===== config.mk =====
export PLATFORM = sky130hd
export DESIGN_NAME = svm_sincos
export DESIGN_NICKNAME = d
export VERILOG_FILES = /design/src/rtl/foc_space_vector_modulator_defines.svh /design/src/rtl/svm_pkg.sv /design/src/rtl/svm_sincos.sv
export SDC_FILE = /design/constraint.sdc
export NUM_CORES = 2
export LEC_CHECK = 0
export ABC_CLOCK_PERIOD_IN_PS = 14500
export BUFFER_PORTS_ARGS = -buffer_cell sky130_fd_sc_hd__buf_4
export CAP_MARGIN = 20
export CORE_MARGIN = 1.5
export CORE_UTILIZATION = 32
export CTS_CLUSTER_DIAMETER = 200
export DETAILED_ROUTE_END_ITERATION = 7
export RECOVER_POWER = 50
export SKIP_CTS_REPAIR_TIMING = 1
export SYNTH_ARGS = -nofsm -noshare
export SYNTH_HDL_FRONTEND = slang
export SYNTH_SLANG_ARGS = --single-unit

===== constraint.sdc =====
create_clock -name clk -period 14.5 [get_ports clk]
set_input_delay 2.175 -clock clk [delete_from_list [all_inputs] [get_ports clk]]
set_output_delay 2.175 -clock clk [all_outputs]
set_load 0.02 [all_outputs]

===== src/rtl/foc_space_vector_modulator_defines.svh =====
// assertion macros for the space vector modulator
`ifndef FOC_SPACE_VECTOR_MODULATOR_DEFINES_SVH
`define FOC_SPACE_VECTOR_MODULATOR_DEFINES_SVH
// property that must hold whenever reset is low
`define SVM_ASSERT(label, prop, msg) \
  label: assert property (@(posedge clk) disable iff (rst) (prop)) else $error(msg);
// property checked during and after reset
`define SVM_ASSERT_ALWAYS(label, prop, msg) \
  label: assert property (@(posedge clk) (prop)) else $error(msg);
`endif


===== src/rtl/svm_pkg.sv =====
// shared types, constants and functions for the space vector modulator
package svm_pkg;
  localparam int PWM_PERIOD = 4095;
  localparam int ANGLE_BITS = 16;
  localparam int SQRT3_Q16 = 113512;
  localparam int DIV_STEPS = 17;
  localparam logic [1:0] REG_SUPPLY = 2'd0;
  localparam logic [1:0] REG_VD = 2'd1;
  localparam logic [1:0] REG_MODE = 2'd2;

  typedef struct packed {
    logic signed [15:0] q_axis_voltage;
    logic [15:0] rotor_angle;
  } svm_in_t;

  typedef struct packed {
    logic [11:0] compare_a;
    logic [11:0] compare_b;
    logic [11:0] compare_c;
    logic [2:0] sector;
  } svm_out_t;

  // one division lane: remainder, quotient and saturation flags
  typedef struct packed {
    logic [63:0] rem;
    logic [17:0] quo;
    logic sat_hi;
    logic sat_lo;
  } div_lane_t;

  function automatic logic [2:0] sector_of_code(input logic [2:0] code);
    logic [2:0] s;
    unique case (code)
      3'd0: s = 3'd1;
      3'd1: s = 3'd2;
      3'd2: s = 3'd6;
      3'd3: s = 3'd1;
      3'd4: s = 3'd4;
      3'd5: s = 3'd3;
      3'd6: s = 3'd5;
      default: s = 3'd1;
    endcase
    return s;
  endfunction

  function automatic logic [11:0] to_compare(input logic [17:0] duty);
    logic [16:0] d;
    logic [29:0] c;
    d = (duty > 18'd65536) ? 17'd65536 : duty[16:0];
    c = (30'(d) * 30'(PWM_PERIOD) + 30'd32768) >> 16;
    if (c > 30'(PWM_PERIOD)) c = 30'(PWM_PERIOD);
    return c[11:0];
  endfunction
endpackage


===== src/rtl/svm_sincos.sv =====
// pipelined quarter-wave sine evaluation, three register stages
module svm_sincos (
  input  logic clk,
  input  logic [15:0] phase,
  output logic signed [17:0] sin_val
);
  import svm_pkg::*;
  localparam logic [31:0] SA = 32'd102944;
  localparam logic [31:0] SB = 32'd42048;
  localparam logic [31:0] SC = 32'd4640;

  logic [16:0] z0, z1, z2r;
  logic [16:0] zsq1;
  logic [1:0] q0, q1, q2;
  logic [31:0] t2;
  logic [33:0] zz;
  logic [16:0] zsq;
  logic [49:0] tc;
  logic [49:0] tb;
  logic [49:0] tz;
  logic [17:0] r;

  // fold phase into a quadrant
  always_comb begin
    z0 = phase[14] ? (17'd65536 - {1'b0, phase[13:0], 2'b0}) : {1'b0, phase[13:0], 2'b0};
    zz = 34'(z0) * 34'(z0);
    zsq = zz[32:16];
  end

  always_ff @(posedge clk) begin
    z1 <= z0;
    zsq1 <= zsq;
    q1 <= phase[15:14];
  end

  // inner polynomial terms
  always_comb begin
    tc = (50'(SC) * 50'(zsq1)) >> 16;
    tb = ((50'(SB) - tc) * 50'(zsq1)) >> 16;
  end

  always_ff @(posedge clk) begin
    t2 <= SA - tb[31:0];
    z2r <= z1;
    q2 <= q1;
  end

  // final product and rounding
  always_comb begin
    tz = (50'(t2) * 50'(z2r) + 50'd65536) >> 17;
    r = tz[17:0];
    q0 = q2;
  end

  always_ff @(posedge clk) begin
    sin_val <= q0[1] ? -$signed(r) : $signed(r);
  end
endmodule


; Yosys cells after proc, flatten, opt, wreduce, memory -nomap -nowiden
; Index checks and enable logic that the tools add are counted.
[word_totals]
ff_bits = 93
wordCells = 18
n_memories = 0
mem_bits_rw = 0
out_inout_bits = 18
rom_bits = 0
latchBits = 0
inputBits = 17
[op_classes]
muxes = 2
n_addsub = 5
div_mod_pow = 0
n_reduce_logical = 0
n_lt_le_gt_ge = 0
eq_ne = 0
shift = 0
n_mul = 4
bitwise_logic = 0
[op_table]
columns = op, n
row1 = "35-bit by 17-bit adder with 35-bit output, second input constant", 1
row2 = 17-bit by 18-bit multiplier with 35-bit output, 1
row3 = 32-bit by 17-bit multiplier with 35-bit output, 1
row4 = 17-bit by 17-bit multiplier with 33-bit output, 1
row5 = "8-bit by 17-bit multiplier with 25-bit output, first input constant", 1
row6 = "18-bit by 19-bit subtractor with 20-bit output, first input constant", 1
row7 = 18-bit 2-to-1 mux, 1
row8 = 18-bit negator, 1
row9 = 17-bit 2-to-1 mux, 1
row10 = "16-bit by 14-bit subtractor with 17-bit output, first input constant", 1
row11 = "17-bit by 16-bit subtractor with 17-bit output, first input constant", 1

; Logic depth before layout (Yosys ltp)
[depth]
depth_word = 4
mapped_depth = 44
ltp_nobuf = 43

; Worst setup path after synthesis
; OpenSTA, ideal clock, no wires.
[synth_timing]
path_kind = flip-flop to flip-flop
startpoint = register zsq1[5]
endpoint = register t2[18]
period_less_slack_ns = 10.330
setup_ns = 0.125
n_path_buf = 2
slack_ns = 4.170
stages_incl_launch_ff = 41
t_arrival_ns = 10.205
cell_sequence = dfxtp_1 > ha_1 > fa_1 > ha_1 > ha_1 > nand4_1 > a2bb2oi_2 > a21oi_1 > xor2_1 > clkbuf_1 > inv_1 > ha_1 > inv_1 > nor3_1 > a311o_1 > o21ai_2 > a21oi_1 > xnor2_1 > (+5 left out) > fa_1 > fa_1 > fa_1 > inv_1 > fa_1 > inv_1 > ha_1 > a21o_1 > a21o_1 > a2111oi_0 > nand4_1 > and2_1 > o31ai_2 > nor2_1 > a32o_1 > a41oi_1 > o311ai_1 > xnor2_1
[synth_between]
elab_chain_len = 4
[synth_lines]
columns = element, line_no
row1 = "start, declared", svm_sincos.sv:13  ; logic [16:0] zsq1;
row2 = "start signal, assigned", svm_sincos.sv:32  ; zsq1 <= zsq;
row3 = 8-bit by 17-bit multiplier with 25-bit output, svm_sincos.sv:38  ; tc = (50'(SC) * 50'(zsq1)) >> 16;
row4 = 16-bit by 14-bit subtractor with 17-bit output, svm_sincos.sv:39  ; tb = ((50'(SB) - tc) * 50'(zsq1)) >> 16;
row5 = 17-bit by 18-bit multiplier with 35-bit output *, svm_sincos.sv:39
row6 = 18-bit by 19-bit subtractor with 20-bit output *, svm_sincos.sv:43  ; t2 <= SA - tb[31:0];
row7 = "end signal, assigned", svm_sincos.sv:43
row8 = "end, declared", svm_sincos.sv:15  ; logic [31:0] t2;
; Every way passes the cells marked *; elsewhere a longest branch is shown, timed or not.

; Worst setup path in the final report
[layout_timing]
startpoint = register zsq1[2]
endpoint = register t2[18]
; Same word-level chain as after synthesis.

==> run_summary.xml <==
<?xml version="1.0" encoding="UTF-8"?>
<metrics>
  <group name="timing">
    <metric name="finalSetupTns" unit="ns">0</metric>
    <metric name="grt_setup_unrepaired" unit="">no</metric>
    <metric name="finalWorstPathRequiredPeriod" unit="ns">11.75</metric>
    <metric name="max_freq" unit="MHz">85.1</metric>
    <metric name="fin_worst_hold_slack" unit="ns">0.322</metric>
    <metric name="fin_crit_sh" unit="">0.810</metric>
    <metric name="slew_violations" unit="">0</metric>
    <metric name="slew_headroom" unit="">0.270</metric>
    <metric name="hold_viol_final" unit="">0</metric>
    <metric name="worstMarginPinSlew" unit="ns">1.09</metric>
    <metric name="report.final.setup_viol" unit="">0</metric>
    <metric name="finalClockSkew" unit="ns">0.0211</metric>
  </group>
  <group name="worst_setup_path">
    <metric name="cpMaxStageDelayCell" unit="">sky130_fd_sc_hd__xnor2_2</metric>
    <metric name="crit_path_max_delay_family" unit="">adder cells</metric>
    <metric name="timing.critical_path.depth" unit="">38</metric>
    <metric name="crit_top_cell" unit="">sky130_fd_sc_hd__fa_1</metric>
    <metric name="critPathCaptureType" unit="">flop</metric>
    <metric name="worst-path-max-fanout" unit="">18</metric>
    <metric name="worstPathRequired" unit="ns">14.76</metric>
    <metric name="critPathBufInv" unit="">6</metric>
    <metric name="arrival" unit="ns">12.00</metric>
    <metric name="critPathMaxStageDelay" unit="ns">0.86</metric>
    <metric name="path_class" unit="">reg -&gt; reg</metric>
    <metric name="crit_path_start_kind" unit="">flop</metric>
    <metric name="worst_r2r_path_depth" unit="">38</metric>
  </group>
  <group name="global_route">
    <metric name="grt.total_usage" unit="">0.152</metric>
    <metric name="first_global_vias" unit="">22600</metric>
    <metric name="grt_first_pass_wirelength" unit="um">117000</metric>
    <metric name="grt_max_degree" unit="">23</metric>
    <metric name="globalRouteOverflowTotal" unit="">0</metric>
    <metric name="antenna_found_initial" unit="">0</metric>
  </group>
  <group name="layout">
    <metric name="fill_cells" unit="">9449</metric>
    <metric name="multi_input_comb_area" unit="um^2">24700</metric>
    <metric name="diodes" unit="">0</metric>
    <metric name="seq_area" unit="um^2">1740</metric>
    <metric name="final_layout_size_suffix_gt1_frac" unit="">0.0327</metric>
    <metric name="area.growth.synth_to_final" unit="%">6.24</metric>
    <metric name="final_nets" unit="">4246</metric>
  </group>
  <group name="route">
    <metric name="vias" unit="">21000</metric>
    <metric name="dr.pass1.iters" unit="">7</metric>
    <metric name="wl" unit="um">68400</metric>
    <metric name="remaining_number_of_nets_flagged_by_the_antenna_check_after_routing" unit="">0</metric>
    <metric name="detail_route.drc_violations" unit="">0</metric>
    <metric name="route.detailed.vias_per_inst" unit="">4.73</metric>
    <metric name="drt_first_iter_violations" unit="">874</metric>
    <metric name="wl_per_cell" unit="um">15.4</metric>
  </group>
  <group name="place">
    <metric name="detailedPlacementHpwl" unit="um">55900</metric>
    <metric name="gp_congestion" unit="">0.824</metric>
    <metric name="port_buffers" unit="">34</metric>
  </group>
  <group name="clock_network">
    <metric name="clock-root-buffer" unit="">sky130_fd_sc_hd__clkbuf_16</metric>
    <metric name="clock_tree.htree_level_count" unit="">3</metric>
    <metric name="cts_buffer_depth" unit="">2</metric>
    <metric name="latest_clock_arrival_within_the_worst_skew_pair" unit="ns">0.37</metric>
    <metric name="cts_tree" unit="">yes</metric>
    <metric name="numCtsBuffers" unit="">9</metric>
    <metric name="cts.clk_slew.worst_paths" unit="ns">0.08</metric>
    <metric name="clock-sinks" unit="">87</metric>
  </group>
  <group name="synthesis">
    <metric name="mean_cell_area_of_the_mapped_netlist" unit="um^2">9.08</metric>
    <metric name="yosys.area_share.simple" unit="">0.151</metric>
    <metric name="synth_seq_cells" unit="">87</metric>
    <metric name="yosys.area_share.adder" unit="">0.576</metric>
    <metric name="yosys_warnings" unit="">0</metric>
    <metric name="count_of_distinct_cell_types_in_the_synthesized_netlist" unit="">98</metric>
    <metric name="synth.yosys.seq_area_share" unit="">0.0587</metric>
    <metric name="mapped_area" unit="um^2">29600</metric>
    <metric name="synth-compound-area-share" unit="">0.0662</metric>
    <metric name="yosys.area_share.xor_xnor" unit="">0.0368</metric>
    <metric name="postSynth.topFlopCell" unit="">sky130_fd_sc_hd__dfxtp_1</metric>
    <metric name="number_of_enable_flip_flop_cells_after_synthesis" unit="">0</metric>
    <metric name="ys_async_sr_fraction" unit="">0</metric>
    <metric name="synth.area.mux_share" unit="">0.00177</metric>
    <metric name="syn_inst" unit="">3266</metric>
    <metric name="synth_top_family_by_area" unit="">adder cells</metric>
  </group>
  <group name="flow_run">
    <metric name="timing.max_cap.violations" unit="">0</metric>
  </group>
  <group name="floorplanning">
    <metric name="floorplan.die_area" unit="um^2">94500</metric>
    <metric name="die_height" unit="um">307</metric>
    <metric name="io-pin-count" unit="">35</metric>
    <metric name="floorplan.die.width" unit="um">307</metric>
    <metric name="num_rows" unit="">111</metric>
    <metric name="core-area" unit="um^2">91700</metric>
    <metric name="initial_utilization" unit="">0.323</metric>
  </group>
  <group name="worst_hold_path">
    <metric name="hold-path-cell-count" unit="">0</metric>
    <metric name="hold_path_class" unit="">reg -&gt; reg</metric>
  </group>
  <group name="run_status">
    <metric name="status" unit="">complete, no violations</metric>
  </group>
</metrics>
==> kinds of logic after synthesis <==
| logic type | after synthesis |
|---|---|
| adders and majority gates | 989 |
| muxes | 5 |
| xor gates and xnor gates | 123 |
| and+or+nand+nor | 933 |
| AOI/OAI and AO/OA | 269 |
| other | 2 |
| DFF | 87 |
| buffers and inverters | 858 |
==> cells in the final DEF (no fill, tap or decap), drive strengths merged, types with 10 or more instances in the layout <==
master and count:
a211oi 15, a21o 24, a21oi 60, a31oi 13, and2 219, and3 10, buf 37, clkbuf 38
conb 10, dfxtp 87, fa 628, ha 361, inv 742, nand2 439, nand3 31, nor2 106
nor2b 27, nor3 34, o21a 18, o21ai 43, o31ai 13, or2 14, or3 11, xnor2 83
xor2 40
==> worst register-to-register path: cells and delay by family, from the launching register on <==
| kind | cells | cell delay, ns |
|---|---|---|
| compound gates | 11 | 2.92 |
| xor+xnor | 3 | 1.11 |
| fa+ha+maj | 12 | 4.97 |
| buf+inv | 6 | 0.52 |
| flops | 1 | 0.75 |
| simple gates | 6 | 1.39 |
==> stage by stage <==
step                instance area [um^2]  setup slack, ns   util  instances
floorplan                          29700             4.17      -       3274
global placement                   31200             3.10  0.341       4414
detailed placement                 31200             2.87  0.341       4414
CTS                                31600             2.83  0.345       4430
global route                       31500             1.94  0.344       4431
finish                             31500             2.75  0.344       4431
==> layer usage <==
layer	share of wire	global-route usage	up-vias
li1	-	-	9868
met1	0.46	0.206	10600
met2	0.48	0.261	428
met3	0.049	0.0216	66
met4	0.012	0.0262	0
met5	0	0	-
==> area by class of cell <==
cell class | instances | area share
multi-input cells | 2329 | 0.785
repair buffers | 66 | 0.0124
clock buffers | 9 | 0.00715
flip-flops and latches | 87 | 0.0553
inverters | 747 | 0.0890
well taps | 1186 | 0.0471
clock inverters | 7 | 0.00405
==> flip-flops by register name (all words and copies together), names as in the netlist <==
name and cells:
zsq1 17, q0 1, t2 20, sin_val 18
z2r 15, q1 1, z1 15
==> final timing paths <==
kind | startpoint | to | slack (ns)
max | zsq1[2] | t2[18] | 2.75
min | z1[10] | z2r[10] | 0.32
max reg2reg | zsq1[2] | t2[18] | 2.75
min reg2reg | z1[10] | z2r[10] | 0.32
==> Yosys cell counts, drive strengths merged (4+ instances only) <==
library cell,count,share of area
a211o,9,0.0027
a211oi,15,0.0051
a21o,24,0.0061
a21oi,60,0.010
a311oi,4,0.0014
a31oi,13,0.0032
and2,219,0.046
and3,10,0.0021
and4,4,0.0013
buf,13,0.0022
clkbuf,98,0.012
clkinv,7,0.00089
dfxtp,87,0.059
fa,628,0.42
ha,361,0.15
inv,740,0.094
nand2,439,0.056
nand2b,9,0.0019
nand3,31,0.0054
nand4,8,0.0017
nor2,106,0.013
nor2b,27,0.0057
nor3,34,0.0059
nor4,7,0.0017
o211ai,9,0.0027
o21a,18,0.0046
o21ai,43,0.0076
o311ai,6,0.0018
o31a,6,0.0018
o31ai,13,0.0035
or2,14,0.0031
or3,11,0.0023
xnor2,83,0.025
xor2,40,0.012
Power is left out: the tool's default activity adds up to more than one toggle a clock period on the data nets, which glitch-free logic cannot reach.
