File: src/rtl/foc_space_vector_modulator_defines.svh
// assertion macros for the space vector modulator
`ifndef FOC_SPACE_VECTOR_MODULATOR_DEFINES_SVH
`define FOC_SPACE_VECTOR_MODULATOR_DEFINES_SVH
// property that must hold whenever reset is low
`define SVM_ASSERT(label, prop, msg) \
  label: assert property (@(posedge clk) disable iff (rst) (prop)) else $error(msg);
// property checked during and after reset
`define SVM_ASSERT_ALWAYS(label, prop, msg) \
  label: assert property (@(posedge clk) (prop)) else $error(msg);
`endif

File: src/rtl/svm_pkg.sv
// shared types, constants and functions for the space vector modulator
package svm_pkg;
  localparam int PWM_PERIOD = 4095;
  localparam int ANGLE_BITS = 16;
  localparam int SQRT3_Q16 = 113512;
  localparam int DIV_STEPS = 17;
  localparam logic [1:0] REG_SUPPLY = 2'd0;
  localparam logic [1:0] REG_VD = 2'd1;
  localparam logic [1:0] REG_MODE = 2'd2;

  typedef struct packed {
    logic signed [15:0] q_axis_voltage;
    logic [15:0] rotor_angle;
  } svm_in_t;

  typedef struct packed {
    logic [11:0] compare_a;
    logic [11:0] compare_b;
    logic [11:0] compare_c;
    logic [2:0] sector;
  } svm_out_t;

  // one division lane: remainder, quotient and saturation flags
  typedef struct packed {
    logic [63:0] rem;
    logic [17:0] quo;
    logic sat_hi;
    logic sat_lo;
  } div_lane_t;

  function automatic logic [2:0] sector_of_code(input logic [2:0] code);
    logic [2:0] s;
    unique case (code)
      3'd0: s = 3'd1;
      3'd1: s = 3'd2;
      3'd2: s = 3'd6;
      3'd3: s = 3'd1;
      3'd4: s = 3'd4;
      3'd5: s = 3'd3;
      3'd6: s = 3'd5;
      default: s = 3'd1;
    endcase
    return s;
  endfunction

  function automatic logic [11:0] to_compare(input logic [17:0] duty);
    logic [16:0] d;
    logic [29:0] c;
    d = (duty > 18'd65536) ? 17'd65536 : duty[16:0];
    c = (30'(d) * 30'(PWM_PERIOD) + 30'd32768) >> 16;
    if (c > 30'(PWM_PERIOD)) c = 30'(PWM_PERIOD);
    return c[11:0];
  endfunction
endpackage

File: src/rtl/svm_div_lane.sv
// one restoring division step for a clamped rounded ratio
module svm_div_lane (
  input  logic clk,
  input  logic [63:0] den,
  input  svm_pkg::div_lane_t lane_in,
  output svm_pkg::div_lane_t lane_out
);
  import svm_pkg::*;
  logic [64:0] r2;
  div_lane_t lane_out_next;
  always_comb begin
    r2 = {lane_in.rem, 1'b0};
    lane_out_next = lane_in;
    lane_out_next.quo = {lane_in.quo[16:0], 1'b0};
    if (r2 >= 65'(den)) begin
      lane_out_next.rem = 64'(r2 - 65'(den));
      lane_out_next.quo[0] = 1'b1;
    end else begin
      lane_out_next.rem = r2[63:0];
    end
  end
  always_ff @(posedge clk) lane_out <= lane_out_next;
endmodule

File: config.mk
export PLATFORM = sky130hd
export DESIGN_NAME = svm_div_lane
export DESIGN_NICKNAME = d
export VERILOG_FILES = /design/src/rtl/foc_space_vector_modulator_defines.svh /design/src/rtl/svm_pkg.sv /design/src/rtl/svm_div_lane.sv
export SDC_FILE = /design/constraint.sdc
export NUM_CORES = 1
export LEC_CHECK = 0
export BUFFER_PORTS_ARGS = -buffer_cell sky130_fd_sc_hd__buf_4
export CAP_MARGIN = 20
export CORE_MARGIN = 10
export CORE_UTILIZATION = 52
export DETAILED_ROUTE_END_ITERATION = 6
export PLACE_DENSITY = 0.85
export SYNTH_ARGS = -nofsm -noshare
export SYNTH_HDL_FRONTEND = slang
export SYNTH_SLANG_ARGS = --single-unit
File: constraint.sdc
create_clock -name clk -period 3.66 [get_ports clk]
set_clock_uncertainty 0.05 [all_clocks]
set_input_delay 0 -clock clk [delete_from_list [all_inputs] [get_ports clk]]
set_output_delay 0 -clock clk [all_outputs]
set_load 0.05 [all_outputs]
Word level (Yosys, flattened, before mapping). Index checks and enable logic that the tools add are counted.

Output and inout port bits: 84. Logic and storage cells: 9. Register bits after elaboration: 84. Input bits: 149.

Mux-type cells: 2. Add/subtract/negate cells: 1. Order comparisons: 1.

Operator list (count): 65-bit by 64-bit >= comparator with 1-bit output (1); 64-bit 2-to-1 mux (1); 64-bit subtractor (1); 1-bit 2-to-1 mux (1).

Longest topological paths before layout. Gate-level depths: netlist of run 1.

Depth after elaboration: 2. Mapped depth: 15. Gate-level depth less buffers: 12.

Worst setup path after synthesis of run 1. OpenSTA, ideal clock, no wires.

Path type: input to register. Start: input port den[26]. End: register lane_out[36] (netlist name). Cell stages on the path: 15. Setup slack: 797 ps. Arrival time: 2692 ps. Path buffers: 3. Setup time: 121 ps. Cells stage by stage: inv_1 > ha_1 > buf_6 > a21o_1 > a21o_1 > a21oi_2 > nor3_1 > or4_4 > o211ai_2 > a21oi_2 > a31oi_4 > o211ai_2 > buf_6 > buf_12 > mux2_4.

RTL lines: start, declared (RTL line svm_div_lane.sv:4) `input logic [63:0] den,`; end signal, assigned (RTL line svm_div_lane.sv:22) `always_ff @(posedge clk) lane_out <= lane_out_next;`; end, declared (RTL line svm_div_lane.sv:6) `output svm_pkg::div_lane_t lane_out`.

==> summary.txt, run 1 <==
Run status
  • Status: finished, final reports clean

Placed design
  • PortBufs: between 200 and 250
  • Routability cong.: 0.935
  • Setup WS pre-CTS: 0.118 ns
  • Post-detailed-placement half-perimeter wirelength: 17.0 mm
  • Placed insts: roughly 1200

Final layout
  • Final nets: between 1000 and 1500
  • Layout cells sized above 1: 30.8%
  • Area growth, synth to finish: 44.9%
  • Max reg flops: 84
  • Cell Count, Final, Fillers Out: about 1300
  • Top reg by flops: lane_out
  • Biggest regs: lane_out x84

Worst setup path
  • Crit-path max cell delay: 0.55 ns
  • Critical Path AT: between 3 and 4 ns
  • Crit-path cells: dlygate4sd3_1 -> buf_4 -> ha_1 -> a21o_1 -> a21o_1 -> a21oi_1 -> o22ai_1 -> or4b_1 -> o211ai_1 -> a31oi_1 -> or3_1 -> and3_1 -> mux2_4
  • Worst Path Class, Setup: input port to register
  • Most frequent CP cell: a21o_1
  • Critical path data required time: between 3 and 4 ns
  • Slowest cell on crit path: dlygate4sd3_1
  • CP max FO: 5
  • Critical Path Sink Type: register
  • CP Launch Type: input port

STA
  • Setup TNS: 0 ns
  • Setup ws final: 0.113 ns
  • Final setup fails: 0
  • Fmax achieved: 0.282 GHz
  • Period utilization: 96.9%
  • Time the worst path needs with I/O delays and setup: 3.55 ns
  • Final hold vios: 0
  • Max_slew headroom: 50.3%
  • Hold Slack: 0.175 ns
  • Worst-Margin Slew: 0.738 ns
  • Pins over their slew limit: 0

Logic synthesis
  • Area leader, netlist: dfxtp_1
  • Netlist cell types: just under 70
  • Top cell type's share of synthesized area: 24.7%
  • Yosys reg bits: 84
  • Post-synthesis adder-cell area fraction: approximately an eighth
  • Post-synth EDFFs: 0
  • Synth Area in XOR/XNOR: 7.34%
  • Main combinational cell family by area after synthesis: compound AO/OA/AOI/OAI gates
  • Synth Flop Type: dfxtp_1
  • Post-synth net total: 1004
  • Mapped Cells: 790
  • Synth Cell Area: 6800 sq um
  • Asr flop ratio synth: 0%
  • Area share of and/or/nand/nor cells after synthesis: 12.9%
  • Sequential share of the synthesized area: 24.7%
  • Mux share of post-synthesis cell area: 12.9%
  • Compound-gate portion of the synthesized area: a little over a fifth
  • Synth Warn #: 0
  • Synth top area cells: dfxtp_1 (25%), ha_1 (12%), mux2_4 (10%)
  • Syn avg cell area: between 8 and 9 sq um

Routing
  • ANT nets after route: 0
  • Drc violations: 0
  • WL final: ~24 mm
  • DR WL/cell: around 19 microns
  • Via Count: 7176
  • Detailed Route Iter0 Violations: 873
  • DR vias/cell: around 5.7
  • Pre-antenna DRT Iters: 7

Clock tree
  • Clock buffer count from CTS: 9
  • CTS tree: yes
  • Worst-path clk slew: 0.07 ns
  • Root Driver: clkbuf_16
  • H-tree depth: 3
  • CTS sink cnt: 84
  • Clock Path Buffers: 2

GRT
  • Total GRT Usage: 25.0%
  • GRT overflow: 0
  • Vias in the first global route: 7196
  • Largest net degree at the start of global routing: just over 40
  • First-pass GRT wire length: 36.7 mm
  • Antenna violations before repair: 3

Floorplan
  • Starting Density: 53.5%
  • Full die area: 18100 sq um
  • Die Y: 134 microns
  • Site Rows: 41
  • Die X: 134 microns
  • I/O pins: 233
  • CORE AREA: 12700 sq um

Worst hold path
  • Min-Delay Path Class: input port to register
  • Hold Path Depth: 4
  • Worst Hold Endpoint: lane_out[22]
  • Critical hold path startpoint: lane_in[21]

Power and ir drop
  • Cell Pwr Density: between 400 and 500 nW/um^2
  • Max IR drop VDD: 0.294 mV
  • Lkg Pwr: 4.92 nW

Run
  • Maximum Capacitance Violations: 0
cell families after synthesis:
kind of cell | count (synthesis)
AO/OA/AOI/OAI | 224
XOR/XNOR | 57
adder cells (fa/ha/maj) | 65
buffers and inverters | 123
flip-flops | 84
multiplexers | 63
AND/OR/NAND/NOR | 174
cells in the final DEF, fill, tap and decap left out, drive strengths merged, types with 6 or more instances in the layout:
master / instances
dlygate4sd3: 84
nand4: 21
dfxtp: 84
ha: 64
o31ai: 6
xor2: 18
nor2: 33
clkbuf: 11
and3: 7
inv: 93
nand3: 14
nor2b: 8
buf: 237
o21bai: 16
a21oi: 74
a21o: 31
o211ai: 7
nor3: 9
a31oi: 14
a211oi: 7
mux2: 61
xnor2: 39
o21ai: 38
o21a: 6
nand2: 50
per-layer routing:
metal / track usage, % / vias to the layer above / wire length (microns)
li1: - / 3428 / -
met2: 44.1 / 404 / 11900
met1: 27.2 / 3249 / 9360
met3: 6.76 / 95 / 2010
met4: 11.9 / 0 / 1040
met5: 0 / - / 0
cell usage after synthesis, drive strengths merged, types with 2 or more instances:
cell	count
a2111oi	2
a211oi	7
a21boi	4
a21o	31
a21oi	74
a221oi	2
a22oi	2
a31oi	14
a41oi	2
and2	5
and3	7
and4	2
buf	13
clkbuf	20
dfxtp	84
ha	64
inv	90
mux2	61
mux2i	2
nand2	50
nand2b	4
nand3	14
nand4	21
nor2	33
nor2b	8
nor3	9
nor4	5
o211ai	7
o21a	6
o21ai	38
o21bai	16
o221ai	2
o22ai	2
o31ai	6
or2	4
or3	3
or4	4
xnor2	39
xor2	18
worst max-delay path by stage:
stage	start	to	slack (ns)	cells after the start
5_1_grt	lane_in[28]	lane_out[28]	-0.005	16
3_3_place_gp	lane_in[23]	lane_out[27]	0.22	13
6_report	lane_in[32]	lane_out[68]	0.11	13
3_5_place_dp	lane_in[23]	lane_out[28]	0.12	13
2_1_floorplan	den[26]	lane_out[36]	0.80	15
4_1_cts	lane_in[30]	lane_out[28]	0.06	14
final cells by class:
| cell class | count | area (sq um) |
|---|---|---|
| Multi-Input combinational cell | 583 | 4600 |
| Inverter | 90 | 338 |
| Clock buffer | 9 | 225 |
| Fill cell | 876 | 2870 |
| Sequential cell | 84 | 1680 |
| Timing Repair Buffer | 323 | 2710 |
| Clock inverter | 7 | 83.8 |
| Tap cell | 172 | 215 |
| Antenna cell | 2 | 5.00 |
through the flow:
| step | utilization, % | total power, mW | instance area, sq um |
|---|---|---|---|
| 4_1_cts | 76.5 | 4.21 | 9740 |
| 5_1_grt | 77.5 | 4.44 | 9850 |
| 6_report | 77.5 | 4.28 | 9850 |
| 2_1_floorplan | - | 2.58 | 6800 |
| 3_5_place_dp | 67.5 | 3.16 | 8590 |
| 3_3_place_gp | 67.5 | 3.14 | 8590 |
critical path: cells and delay by family:
kind                       cells  cell delay [ns]
muxes                          1             0.25
AOI/OAI and AO/OA              6             1.39
buffers and inverters          2             0.70
and+or+nand+nor                3             1.07
adders and majority gates      1             0.34
repair_timing:
action                                 CTS  global route
resized for setup                        0             8
hold buffers                            84             0
setup endpoints to repair                0            62
setup buffers                            0             2
endpoints found under the hold margin   83             0
where the power goes:
group | switching [mW] | internal [mW] | total [mW] | leakage, nW
registers | 0.0522 | 1.08 | 1.13 | 0.709
clock network | 0.445 | 0.543 | 0.988 | 0.154
logic | 1.28 | 0.873 | 2.16 | 4.06
total | 1.78 | 2.50 | 4.28 | 4.92
(Power assumes the default switching activity.)
==> run 2, diff against run 1 <==
--- a/config.mk
+++ b/config.mk
@@ -10,6 +10,7 @@
 export CORE_MARGIN = 10
 export CORE_UTILIZATION = 52
 export DETAILED_ROUTE_END_ITERATION = 6
+export GPL_TIMING_DRIVEN = 0
 export PLACE_DENSITY = 0.85
 export SYNTH_ARGS = -nofsm -noshare
 export SYNTH_HDL_FRONTEND = slang
==> summary.txt, run 2 (synthesis results as in run 1) <==
Routing
  • WL final: 23.6 mm (-3.1%)
  • Pre-antenna DRT Iters: 6 (-1)
  • Detailed Route Iter0 Violations: 702 (-20%)
  • DR WL/cell: 18.2 microns (-4.8%)
  • Drc violations: 0 (unchanged)
  • DR vias/cell: 5.53 (-2.2%)
  • ANT nets after route: 0 (unchanged)
  • Via Count: 7145 (-0.43%)

Floorplan
  • Starting Density: 53.5% (unchanged)
  • I/O pins: 233 (unchanged)
  • Full die area: 18100 sq um (unchanged)
  • Die X: 134 microns (unchanged)
  • CORE AREA: 12700 sq um (unchanged)
  • Die Y: 134 microns (unchanged)
  • Site Rows: 41 (unchanged)

STA
  • Final setup fails: 0 (unchanged)
  • Pins over their slew limit: 0 (unchanged)
  • Setup TNS: 0 ns (unchanged)
  • Time the worst path needs with I/O delays and setup: 3.52 ns (-0.0302 ns)
  • Max_slew headroom: 52.3% (+2.0 points)
  • Fmax achieved: 0.284 GHz (+0.86%)
  • Final hold vios: 0 (unchanged)
  • Period utilization: 96.1% (-0.82 points)
  • Worst-Margin Slew: 0.708 ns (-0.0291 ns)

Run
  • Maximum Capacitance Violations: 0 (unchanged)

Placed design
  • Post-detailed-placement half-perimeter wirelength: 17.3 mm (+1.5%)
  • Routability cong.: 0.930 (-0.53%)
  • PortBufs: 231 (unchanged)

GRT
  • Vias in the first global route: 7137 (-0.82%)
  • Antenna violations before repair: 0 (-3)
  • GRT overflow: 0 (unchanged)
  • Total GRT Usage: 24.4% (-0.65 points)
  • Largest net degree at the start of global routing: 17 (-59%)
  • First-pass GRT wire length: 36.0 mm (-1.7%)

Worst setup path
  • Worst Path Class, Setup: input port to register
  • CP max FO: 10 (+5)
  • CP Launch Type: input port
  • Critical path data required time: 3.84 ns (about the same)
  • Critical Path AT: 3.70 ns (-0.04 ns)
  • Critical Path Sink Type: register

Power and ir drop
  • Max IR drop VDD: 0.264 mV (-10%)
  • Net Sw Frac: 41.6% (+0.045 points)
  • Cell Pwr Density: 429 nW/um^2 (-1.1%)
  • Comb power frac: 50.2% (-0.2 points)
  • Clock power frac: 23.3% (+0.2 points)
  • Flop pwr share: 26.5% (about the same)
  • Power, Total: 4.28 mW (about the same)
  • Lkg Pwr: 4.97 nW (+1.1%)
  • Internal cell power: 2.50 mW (about the same)
  • Sw Pwr: 1.78 mW (about the same)

Clock tree
  • H-tree depth: 3 (unchanged)
  • Clock Path Buffers: 2 (unchanged)
  • Clock buffer count from CTS: 9 (unchanged)
  • Root Driver: clkbuf_16
  • CTS tree: yes
  • Worst-path clk slew: 0.07 ns (about the same)
  • CTS sink cnt: 84 (unchanged)

Final layout
  • Area growth, synth to finish: 46.5%
  • ANT cells: 0 (-2)
  • Final nets: 1330 (+1.9%)
  • Layout cells sized above 1: 30.7% (-0.15 points)
  • Biggest regs: lane_out x84
  • Most frequent cells in the layout: buf_4 (232), inv_1 (89), dlygate4sd3_1 (84), dfxtp_1 (84), a21oi_1 (70)
  • Top reg by flops: lane_out
  • Commonest non-fill, non-tap cell in the layout: buf_4
  • Max reg flops: 84 (unchanged)

Run status
  • Status: finished, final reports clean

Worst hold path
  • Min-Delay Path Class: input port to register
[run 2: cell count changes in the layout (fill, tap and decap cells not counted), moves of 2 or more]
cell | before | now
buf_12 | 3 | 6
buf_2 | 0 | 5
buf_4 | 234 | 232
clkbuf_1 | 0 | 19
clkbuf_16 | 11 | 9
diode_2 | 2 | 0
ha_1 | 61 | 64
ha_2 | 3 | 0
inv_6 | 1 | 3
[run 2: per-layer routing]
metal | track usage (%) | wire length, microns
met5 | 0 | 0
met4 | 10.8 | 761
met3 | 5.97 | 2060
met2 | 42.7 | 11500
met1 | 27.3 | 9220
[run 2: critical path: stages]
cell           delay (ns)
dlygate4sd3_1        0.57
buf_4                0.16
ha_1                 0.35
nand2_1              0.17
or4_4                0.61
a2111oi_4            0.40
o211ai_2             0.14
a21oi_2              0.24
a31oi_4              0.14
o211ai_4             0.23
buf_12               0.20
buf_12               0.16
mux2_4               0.31
[run 2: path summary, 6_finish.rpt]
| kind | to | depth (start not counted) | from |
|---|---|---|---|
| worst max-delay path | lane_out[57] | 13 | lane_in[54] |
| worst min-delay path | lane_out[22] | 4 | lane_in[21] |
[run 2: power by group through the flow]
stage | clock (mW) | combinational, mW | sequential [mW]
2_1_floorplan | 0 | 0.845 | 1.74
3_3_place_gp | 0 | 2.01 | 1.14
3_5_place_dp | 0 | 2.03 | 1.15
4_1_cts | 1.00 | 2.11 | 1.13
5_1_grt | 1.03 | 2.27 | 1.15
6_report | 0.997 | 2.15 | 1.13
[run 2: area by class of cell]
type	instances	area [sq um]
clock buffer	9	225
multi-input combinational	583	4610
sequential	84	1680
buffer	32	235
timing repair buffer	316	2580
clock inverter	7	81.3
tap	172	215
inverter	90	338
fill	900	2760
[run 2: per-stage QoR]
step | cell area (sq um) | worst slack [ns] | hold slack (ns) | utilization [%] | cells
4_1_cts | 9900 | 0.00472 | 0.139 | 77.8 | 1293
3_3_place_gp | 8750 | 0.116 | 0.0543 | 68.8 | 1193
3_5_place_dp | 8750 | 0.0812 | 0.0555 | 68.8 | 1193
2_1_floorplan | 6800 | 0.797 | -0.0223 | - | 790
5_1_grt | 9970 | -0.0109 | 0.200 | 78.3 | 1293
6_report | 9970 | 0.143 | 0.147 | 78.3 | 1293
[run 2: repair_timing]
action / in CTS / in global routing
hold endpoints to repair: 83 / 0
hold buffers: 84 / 0
resized for setup: 0 / 13
setup endpoints to repair: 0 / 63
setup buffers: 0 / 1
